File: src/rtl/core/rhkv_pkg.sv
// Shared types, codes and hash helpers for the Robin Hood key-value table.
package rhkv_pkg;

    localparam int unsigned HOME_W    = 16;
    localparam int unsigned FILL_W    = 10;
    localparam int unsigned LIVE_W    = 11;
    localparam int unsigned IN_DATA_W  = 208;
    localparam int unsigned OUT_DATA_W = 88;

    localparam logic [63:0] FNV_BASIS = 64'hCBF2_9CE4_8422_2325;
    localparam logic [9:0]  FILL_RESET = 10'd768;

    typedef enum logic [1:0] {
        FUNC_PUT    = 2'd0,
        FUNC_GET    = 2'd1,
        FUNC_DELETE = 2'd2,
        FUNC_COUNT  = 2'd3
    } func_t;

    typedef enum logic [1:0] {
        STATUS_OK        = 2'd0,
        STATUS_INVALID   = 2'd1,
        STATUS_NOT_FOUND = 2'd2,
        STATUS_FULL      = 2'd3
    } status_t;

    typedef enum logic [2:0] {
        ST_CLEAR,
        ST_IDLE,
        ST_HASH,
        ST_ISSUE,
        ST_PROBE,
        ST_DONE
    } state_t;

    typedef struct packed {
        logic [63:0]       key;
        logic [3:0]        klen;
        logic [63:0]       value;
        logic [3:0]        vlen;
        logic [63:0]       version;
        logic [HOME_W-1:0] home;
        logic              occ;
        logic              del;
    } slot_rec_t;

    // multiply by the FNV prime 2^40 + 0x1B3, as shifts and adds
    function automatic logic [63:0] fnv_mul(input logic [63:0] h);
        fnv_mul = (h << 40) + (h << 8) + (h << 7) + (h << 5) + (h << 4) + (h << 1) + h;
    endfunction

    // zero every byte at or above n
    function automatic logic [63:0] keep_bytes(input logic [63:0] v, input logic [3:0] n);
        logic [63:0] r;
        r = v;
        for (int i = 0; i < 8; i++) begin
            if (4'(i) >= n) begin
                r[8*i +: 8] = 8'h00;
            end
        end
        keep_bytes = r;
    endfunction

endpackage

File: src/rtl/core/rhkv_hash.sv
// Byte-serial FNV-1a 64 hash unit, one key byte per cycle.
module rhkv_hash (
    input  logic        aclk,
    input  logic        aresetn,
    input  logic        start,
    input  logic [63:0] key,
    input  logic [3:0]  klen,
    output logic        done,
    output logic [63:0] hash
);

    logic [63:0] h_reg, h_next;
    logic [63:0] sh_reg, sh_next;
    logic [3:0]  cnt_reg, cnt_next;
    logic        run_reg, run_next;

    always_comb begin
        h_next   = h_reg;
        sh_next  = sh_reg;
        cnt_next = cnt_reg;
        run_next = run_reg;
        done     = run_reg && (cnt_reg == 4'd0);
        if (start) begin
            h_next   = rhkv_pkg::FNV_BASIS;
            sh_next  = key;
            cnt_next = klen;
            run_next = 1'b1;
        end else if (run_reg) begin
            if (cnt_reg != 4'd0) begin
                h_next   = rhkv_pkg::fnv_mul(h_reg ^ {56'd0, sh_reg[7:0]});
                sh_next  = sh_reg >> 8;
                cnt_next = cnt_reg - 4'd1;
            end else begin
                run_next = 1'b0;
            end
        end
    end

    always_ff @(posedge aclk) begin
        if (!aresetn) begin
            run_reg <= 1'b0;
            cnt_reg <= 4'd0;
        end else begin
            run_reg <= run_next;
            cnt_reg <= cnt_next;
        end
        h_reg  <= h_next;
        sh_reg <= sh_next;
    end

    assign hash = h_reg;

endmodule

File: config.mk
export PLATFORM = sky130hd
export DESIGN_NAME = rhkv_hash
export DESIGN_NICKNAME = d
export VERILOG_FILES = /design/src/rtl/core/rhkv_pkg.sv /design/src/rtl/core/rhkv_hash.sv
export SDC_FILE = /design/constraint.sdc
export NUM_CORES = 1
export LEC_CHECK = 0
export BUFFER_PORTS_ARGS = -buffer_cell sky130_fd_sc_hd__buf_2
export CORE_MARGIN = 4
export CORE_UTILIZATION = 25
export DETAILED_ROUTE_END_ITERATION = 10
export PLACE_DENSITY = 0.49
export SETUP_SLACK_MARGIN = 0.2
export SYNTH_ARGS = -nofsm -noshare
export SYNTH_HDL_FRONTEND = slang
export SYNTH_SLANG_ARGS = --single-unit
File: constraint.sdc
create_clock -name aclk -period 8 [get_ports aclk]
set_input_delay 0.8 -clock aclk [delete_from_list [all_inputs] [get_ports aclk]]
set_output_delay 0.8 -clock aclk [all_outputs]
set_load 0.01 [all_outputs]
# Yosys cells after proc, flatten, opt, wreduce, memory -nomap -nowiden
# Index checks and enable logic that the tools add are counted.
# word_totals
elab_cells	28
out_inout_bits	65
regBits	133
# classes
reduce_logical	7
add_sub_neg	7
muxes	9
bitwise_logic	1
# op_table
cell	n
64-bit adder	6
64-bit two-way mux	3
64-bit by 8-bit XOR with 64-bit output	1
4-bit two-way mux	3
4-bit logical NOT	1
2-bit AND reduction	2
2-bit nonzero test	2
4-bit nonzero test	1
4-bit by 1-bit subtractor with 4-bit output (second input constant)	1
1-bit two-way mux	3
1-bit logical AND	1

# Depth between registers and ports, before layout
# Gate-level depths: netlist (run 1).
# logic_depth
ltp_word	7
depth_mapped	21
depth_no_buf	21

# Least setup slack after synthesis (run 1)
# No wires, ideal clock.
# synth_timing
path_type	flip-flop to flip-flop
from	reg h_reg[4] (netlist: hash[4])
to	reg h_reg[61] (netlist: hash[61])
required_ps	7878
synth_period_minus_slack_ps	5445
path_buffers	0
path_slack_ps	2555
path_stages_with_launch	19
t_arrival_ps	5324
cell_sequence	dfxtp_1 xor2_1 inv_1 fa_1 inv_1 fa_1 fa_1 ha_1 ha_1 a21o_1 a221oi_1 or4_1 a31oi_1 nor3_1 o21ai_2 a31oi_1 o21ai_2 mux2i_1 a221o_1
# synth_via
elab_chain_cells	7
# synth_lines
item	line	rtl
from (decl)	rhkv_hash.sv:12	logic [63:0] h_reg, h_next;
from (signal assigned)	rhkv_hash.sv:47	h_reg <= h_next;
64-bit by 8-bit XOR with 64-bit output *	rhkv_hash.sv:30	h_next = rhkv_pkg::fnv_mul(h_reg ^ {56'd0, sh_reg[7:0]});
64-bit adder (5 in a row)	rhkv_pkg.sv:49	fnv_mul = (h << 40) + (h << 8) + (h << 7) + (h << 5) + (h << 4) + (h << 1) + h;
64-bit adder *	rhkv_pkg.sv:49	
# Every way passes the cells marked *; elsewhere a longest branch is shown, timed or not.
# A chain may end at the register's enable or synchronous reset.

# Worst setup path in the final report (run 1)
# layout_timing
from	reg sh_reg[0]
to	reg h_reg[61] (netlist: hash[61])
# layout_via
elab_chain_cells	7
# layout_lines
item	line	rtl
from (decl)	rhkv_hash.sv:13	logic [63:0] sh_reg, sh_next;
from (signal assigned)	rhkv_hash.sv:48	sh_reg <= sh_next;
64-bit by 8-bit XOR with 64-bit output *	rhkv_hash.sv:30	
64-bit adder (5 in a row)	rhkv_pkg.sv:49	
64-bit adder *	rhkv_pkg.sv:49	
# Marked as above.

==> results of run 1 <==
-- cell families after synthesis --
kind of cell | count (synthesis) | synth area share [%]
AO/OA/AOI/OAI | 271 | 10.7
XOR/XNOR | 76 | 4.27
adder cells (fa/ha/maj) | 356 | 40.4
buffers and inverters | 446 | 10.8
flip-flops | 133 | 21.2
multiplexers | 59 | 4.24
AND/OR/NAND/NOR | 276 | 8.38
-- stage by stage --
stage	util (%)	worst slack (ns)	cell area (um^2)
after global routing	28.8	1.05	17800
after global placement	27.8	1.54	17200
after floorplan	-	2.55	15600
after CTS	28.8	1.45	17800
after detailed placement	27.8	1.48	17200
final	28.8	1.43	17800
-- cell type report --
class / instances / area [um^2] / share of cell area, %
multi-input combinational: 1038 / 10600 / 59.7
sequential: 133 / 3300 / 18.6
inverter: 398 / 1500 / 8.42
tap: 837 / 1050 / 5.90
timing repair buffer: 142 / 731 / 4.11
clock buffer: 18 / 429 / 2.42
clock inverter: 14 / 151 / 0.852
antenna: 4 / 10.0 / 0.0563
-- path summary, 6_finish.rpt --
check | cells past startpoint | slack (ns) | to
setup / recovery | 21 | 1.43 | hash[61]
hold / removal | 2 | 0.47 | hash[18]
setup reg to reg | 21 | 1.43 | hash[61]
hold reg to reg | 2 | 0.47 | hash[18]
-- layer usage --
metal | up-vias | wire [um] | global-route usage [%] | share of wire, %
met4 | 10 | 1690 | 5.68 | 3.8
met1 | 5615 | 19900 | 18.1 | 44
met5 | - | 86 | 0 | 0.19
met3 | 76 | 2310 | 3.52 | 5.1
li1 | 5388 | - | - | -
met2 | 285 | 20900 | 22.3 | 47
-- synth_stat cells, types with 2 or more instances --
cell,number,area (um^2)
inv_1,397,1490
fa_1,245,4900
ha_1,111,1390
nand2_1,110,413
a21oi_1,101,505
dfxtp_1,69,1380
edfxtp_1,64,1920
mux2_2,56,631
xnor2_1,50,438
nor2_1,48,180
o21ai_0,45,225
clkbuf_1,44,165
a21o_1,30,225
xor2_1,26,228
nand3_1,22,110
nand4_1,16,100
nor3_1,16,80.1
o21bai_1,14,105
and2_1,13,81.3
and3_1,11,68.8
a211o_1,10,87.6
a31oi_1,10,62.6
o21ai_1,10,50.1
a22oi_1,9,67.6
nor4_1,8,50.1
a211oi_1,7,52.6
o21a_1,7,52.6
o22ai_1,7,43.8
nor2b_1,6,37.5
nand2b_1,5,31.3
nand3b_1,5,37.5
or3_1,5,31.3
nor3b_1,4,30.0
a21boi_0,3,22.5
mux2i_1,3,30.0
a221oi_1,2,17.5
a311oi_1,2,17.5
buf_1,2,7.51
buf_4,2,15.0
o211ai_1,2,15.0
o21ai_2,2,17.5
or2_2,2,12.5
or4_1,2,15.0
-- critical path, delay by kind of cell (launching register included) --
kind | cells | cell delay, ns
adder cells (fa/ha/maj) | 6 | 2.06
flip-flops | 1 | 0.42
multiplexers | 1 | 0.14
AO/OA/AOI/OAI | 7 | 1.79
buffers and inverters | 3 | 0.41
XOR/XNOR | 2 | 0.89
AND/OR/NAND/NOR | 2 | 0.74
==> impl_metrics.xml, run 1 <==
<?xml version="1.0" encoding="UTF-8"?>
<metrics>
  <group name="run_status">
    <metric name="outcome" unit="">finished, final reports clean</metric>
  </group>
  <group name="logic_synthesis">
    <metric name="synth-edff-count" unit="">64</metric>
    <metric name="async_reset_ff_share" unit="%">0</metric>
    <metric name="netlist_area" unit="um^2">15600</metric>
    <metric name="flops_latches_synth" unit="">133</metric>
    <metric name="syn_avg_cell_area" unit="um^2">9.64</metric>
    <metric name="synth_warnings" unit="">0</metric>
    <metric name="yosysSeqAreaShare" unit="%">21.2</metric>
    <metric name="synth_cells" unit="">1617</metric>
    <metric name="synthFlopType" unit="">dfxtp_1</metric>
    <metric name="synth_cell_type_count" unit="">57</metric>
    <metric name="net_count_after_synthesis" unit="">2044</metric>
  </group>
  <group name="worst_hold_path">
    <metric name="hold_class" unit="">reg2reg</metric>
    <metric name="min-delay-start" unit="">hash[18]</metric>
  </group>
  <group name="clock_tree">
    <metric name="cts.repair_timing.setup_buffer_count" unit="">0</metric>
    <metric name="ctsHtreeMaxLevel" unit="">4</metric>
    <metric name="cts_tree" unit="">built</metric>
    <metric name="post_cts_hold_buffer_count" unit="">0</metric>
    <metric name="cts.clk_slew.worst_paths" unit="ns">0.06</metric>
    <metric name="cts.repair.resized" unit="">0</metric>
    <metric name="clk_latency" unit="ns">0.48</metric>
    <metric name="clock_tree.root_cell" unit="">clkbuf_16</metric>
    <metric name="cts_inserted_buffers" unit="">17</metric>
    <metric name="cts-root-to-sink-buffers" unit="">2</metric>
    <metric name="clock_sinks" unit="">133</metric>
  </group>
  <group name="floorplanning">
    <metric name="io_pins" unit="">136</metric>
    <metric name="floorplan.core_area" unit="um^2">61700</metric>
    <metric name="start_util" unit="%">25.2</metric>
    <metric name="die-area" unit="um^2">66400</metric>
    <metric name="die_height" unit="um">258</metric>
    <metric name="core.rowCount" unit="">91</metric>
    <metric name="floorplan.die.width" unit="um">258</metric>
  </group>
  <group name="drt">
    <metric name="detailedRoute.firstPassIterationCount" unit="">6</metric>
    <metric name="vias" unit="">11374</metric>
    <metric name="postRouteWirelength" unit="um">44900</metric>
    <metric name="final_antenna_net_count" unit="">0</metric>
    <metric name="drt_iter0_drc" unit="">665</metric>
    <metric name="via_per_inst" unit="">4.40</metric>
    <metric name="route.detailed.wl_per_inst" unit="um">17.4</metric>
    <metric name="drc" unit="">0</metric>
  </group>
  <group name="global_route">
    <metric name="initial_antenna_violation_count" unit="">9</metric>
    <metric name="gr-total-overflow" unit="">0</metric>
    <metric name="number_of_global_route_vias_before_repair" unit="">12025</metric>
    <metric name="grt_first_pass_wirelength" unit="um">70600</metric>
    <metric name="grt_max_degree" unit="">74</metric>
    <metric name="global_route.usage.total" unit="%">13.9</metric>
  </group>
  <group name="critical_path">
    <metric name="arrival_time_reported_for_the_critical_path_endpoint" unit="ns">6.94</metric>
    <metric name="max_fo_critical_path" unit="">5</metric>
    <metric name="startpoint_type" unit="">flip-flop</metric>
    <metric name="worst_path_max_delay_cell" unit="">xnor2_1</metric>
    <metric name="cp-end-kind" unit="">flip-flop</metric>
    <metric name="cpPeakStageDelay" unit="ns">0.65</metric>
    <metric name="crit_required" unit="ns">8.37</metric>
    <metric name="setup.worst_path.class" unit="">reg2reg</metric>
    <metric name="critical_path.startpoint" unit="">sh_reg[0]</metric>
    <metric name="critical_path.most_common_cell" unit="">ha_1</metric>
    <metric name="cp_cell_sequence" unit="">xnor2_1 -&gt; inv_1 -&gt; xnor2_1 -&gt; ha_1 -&gt; inv_1 -&gt; fa_1 -&gt; inv_1 -&gt; ha_1 -&gt; ha_1 -&gt; ha_1 -&gt; fa_1 -&gt; a21o_1 -&gt; a221oi_1 -&gt; or4_1 -&gt; a31oi_1 -&gt; nor3_1 -&gt; o21ai_2 -&gt; a31oi_1 -&gt; o21ai_2 -&gt; mux2i_1 -&gt; a221o_1</metric>
    <metric name="timing.rr.start" unit="">sh_reg[0]</metric>
  </group>
  <group name="sta">
    <metric name="fin_worst_skew" unit="ns">0.0168</metric>
    <metric name="final_min_period_over_clock_period" unit="%">82.1</metric>
    <metric name="fmax" unit="MHz">152</metric>
    <metric name="final.hold.worst_slack" unit="ns">0.465</metric>
    <metric name="worst_slew_pin_slew" unit="ns">1.10</metric>
    <metric name="finalCriticalPeriod" unit="ns">6.57</metric>
    <metric name="worst_slew_margin_rel" unit="%">25.8</metric>
    <metric name="finalHoldViolCount" unit="">0</metric>
    <metric name="rsz_0062_raised_after_global_routing" unit="">no</metric>
    <metric name="final_number_of_setup_violating_endpoints" unit="">0</metric>
    <metric name="timing_max_transition_violations_final" unit="">0</metric>
    <metric name="fin_tns_setup" unit="ns">0</metric>
  </group>
  <group name="placed_design">
    <metric name="place_congestion" unit="">0.898</metric>
    <metric name="port-buffer-count" unit="">135</metric>
    <metric name="dp_hpwl" unit="um">36300</metric>
    <metric name="place_inst" unit="">2548</metric>
  </group>
  <group name="layout">
    <metric name="layout_commonest_cell" unit="">inv_1</metric>
    <metric name="layout.filler_cells" unit="">6602</metric>
    <metric name="num-nets-final" unit="">2157</metric>
    <metric name="synthToLayoutAreaGrowth" unit="%">14.0</metric>
    <metric name="final_cell_mix" unit="">inv_1 (396), fa_1 (245), buf_2 (134)</metric>
    <metric name="finish.cell_count_without_fillers" unit="">2584</metric>
    <metric name="layout_cell_share_with_drive_strength_beyond_1" unit="%">13.6</metric>
  </group>
  <group name="run">
    <metric name="max_cap_viol_count" unit="">0</metric>
  </group>
</metrics>
Power of run 1 is not shown: default switching activity piles up to over one toggle a cycle in this logic, so the estimate is an artifact.
==> run 2: changes to the inputs <==
PLACE_DENSITY = 0.5   (was 0.49)
clock period = 5.4 ns   (was 8 ns; I/O delays follow)
==> impl_metrics.xml, run 2 (synthesis results as in run 1) <==
<?xml version="1.0" encoding="UTF-8"?>
<metrics>
  <group name="run_status">
    <metric name="outcome" unit="">finished, final reports clean</metric>
  </group>
  <group name="floorplanning">
    <metric name="io_pins" unit="">136</metric>
    <metric name="core.rowCount" unit="">91</metric>
    <metric name="floorplan.core_area" unit="um^2">61700</metric>
    <metric name="die-area" unit="um^2">66400</metric>
    <metric name="floorplan.die.width" unit="um">258</metric>
    <metric name="start_util" unit="%">25.2</metric>
    <metric name="die_height" unit="um">258</metric>
  </group>
  <group name="clock_tree">
    <metric name="cts_inserted_buffers" unit="">17</metric>
    <metric name="clk_latency" unit="ns">0.48</metric>
    <metric name="clock_tree.root_cell" unit="">clkbuf_16</metric>
    <metric name="cts-root-to-sink-buffers" unit="">2</metric>
    <metric name="post_cts_hold_buffer_count" unit="">0</metric>
    <metric name="cts.clk_slew.worst_paths" unit="ns">0.07</metric>
    <metric name="ctsHtreeMaxLevel" unit="">4</metric>
    <metric name="cts_tree" unit="">built</metric>
    <metric name="clock_sinks" unit="">133</metric>
  </group>
  <group name="global_route">
    <metric name="global_route.usage.total" unit="%">13.9</metric>
    <metric name="grt_first_pass_wirelength" unit="um">72100</metric>
    <metric name="grt_max_degree" unit="">79</metric>
    <metric name="gr-total-overflow" unit="">0</metric>
    <metric name="initial_antenna_violation_count" unit="">5</metric>
    <metric name="number_of_global_route_vias_before_repair" unit="">12823</metric>
  </group>
  <group name="drt">
    <metric name="top_signal_layer_used" unit="">met5</metric>
    <metric name="vias" unit="">12113</metric>
    <metric name="met1_length" unit="um">20600</metric>
    <metric name="route.detailed.wl_per_inst" unit="um">16.5</metric>
    <metric name="via_per_inst" unit="">4.38</metric>
    <metric name="detailedRoute.firstPassIterationCount" unit="">6</metric>
    <metric name="met2WireLength" unit="um">22200</metric>
    <metric name="drt_iter0_drc" unit="">609</metric>
    <metric name="drc" unit="">0</metric>
    <metric name="postRouteWirelength" unit="um">45700</metric>
    <metric name="final_antenna_net_count" unit="">0</metric>
    <metric name="dr_wl_met3" unit="um">1770</metric>
  </group>
  <group name="critical_path">
    <metric name="crit_required" unit="ns">5.77</metric>
    <metric name="max_fo_critical_path" unit="">3</metric>
    <metric name="startpoint_type" unit="">flip-flop</metric>
    <metric name="cp-end-kind" unit="">flip-flop</metric>
    <metric name="arrival_time_reported_for_the_critical_path_endpoint" unit="ns">5.67</metric>
    <metric name="setup.worst_path.class" unit="">reg2reg</metric>
  </group>
  <group name="layout">
    <metric name="finish.cell_count_without_fillers" unit="">2766</metric>
    <metric name="layout.core_utilization" unit="%">32.8</metric>
    <metric name="layout_cell_share_with_drive_strength_beyond_1" unit="%">29.6</metric>
    <metric name="layout_commonest_cell" unit="">inv_1</metric>
    <metric name="final_cell_mix" unit="">inv_1 (370), fa_1 (241), buf_4 (173)</metric>
    <metric name="num-nets-final" unit="">2342</metric>
    <metric name="synthToLayoutAreaGrowth" unit="%">30.1</metric>
  </group>
  <group name="sta">
    <metric name="final_min_period_over_clock_period" unit="%">98.2</metric>
    <metric name="timing_max_transition_violations_final" unit="">0</metric>
    <metric name="fmax" unit="MHz">189</metric>
    <metric name="worst_slew_margin_rel" unit="%">29.7</metric>
    <metric name="fin_tns_setup" unit="ns">0</metric>
    <metric name="finalHoldViolCount" unit="">0</metric>
    <metric name="worst_slew_pin_slew" unit="ns">1.05</metric>
    <metric name="finalCriticalPeriod" unit="ns">5.30</metric>
    <metric name="rsz_0062_raised_after_global_routing" unit="">yes</metric>
    <metric name="fin_worst_skew" unit="ns">0.0223</metric>
    <metric name="final_number_of_setup_violating_endpoints" unit="">0</metric>
  </group>
  <group name="placed_design">
    <metric name="place_congestion" unit="">0.857</metric>
    <metric name="dp_hpwl" unit="um">36200</metric>
    <metric name="port-buffer-count" unit="">135</metric>
    <metric name="place_inst" unit="">2665</metric>
  </group>
  <group name="run">
    <metric name="max_cap_viol_count" unit="">0</metric>
  </group>
  <group name="worst_hold_path">
    <metric name="hold_class" unit="">in2reg</metric>
  </group>
</metrics>
run 2: cell types whose count changed in the layout (fill, tap and decap cells not counted), sizes merged:
cell,delta
buf,+185
clkinv,-5
diode,-3
bufinv,+2
inv,-8
clkinvlp,+11
run 2: path summary, 6_finish.rpt:
kind	slack, ns	depth (start not counted)	endpoint	start
min reg2reg	0.47	2	hash[30]	hash[30]
max reg2reg	0.1	21	hash[61]	hash[15]
min	0.32	2	cnt_reg[3]	aresetn
max	0.1	21	hash[61]	hash[15]
run 2: per-stage QoR:
step	hold slack [ns]	setup slack, ns	area (um^2)
3_3_place_gp	0.457	-0.125	18100
3_5_place_dp	0.468	-0.158	18100
5_1_grt	0.306	-0.114	20300
6_report	0.320	0.0986	20300
2_1_floorplan	0.488	0.229	15600
4_1_cts	0.280	0.157	19100
run 2: worst max-delay path: stages (launching register included):
cell and delay [ns]:
dfxtp_2 0.35, clkinvlp_4 0.14, buf_4 0.17, fa_1 0.53
inv_1 0.10, fa_1 0.50, inv_1 0.05, fa_1 0.48
inv_1 0.07, ha_4 0.23, ha_4 0.26, nand4_1 0.14
or3_4 0.37, or4b_1 0.46, a31oi_1 0.14, buf_4 0.15
nor3_2 0.05, o21ai_2 0.22, a31oi_4 0.15, o21ai_4 0.25
mux2i_1 0.12, a221o_1 0.26
run 2: cell type report:
class                           count  area, um^2
Fill cell                        6409       41400
Multi-Input combinational cell   1038       11500
Sequential cell                   133        3330
Timing Repair Buffer              327        2250
Inverter                          398        1540
Tap cell                          837        1050
Clock buffer                       18         429
Clock inverter                     14         213
Antenna cell                        1        2.50
run 2: timing repair:
action,in CTS,in global routing
gates resized for setup,51,141
pin swaps,16,67
endpoints found under the setup margin,26,34
setup buffers,14,54
run 2: layer usage:
| layer | vias to the layer above | global-route usage, % |
|---|---|---|
| met3 | 54 | 2.87 |
| li1 | 5756 | - |
| met5 | - | 0 |
| met2 | 277 | 23.2 |
| met1 | 6020 | 18.2 |
| met4 | 6 | 4.01 |
Power of run 2 is left out for the same reason.
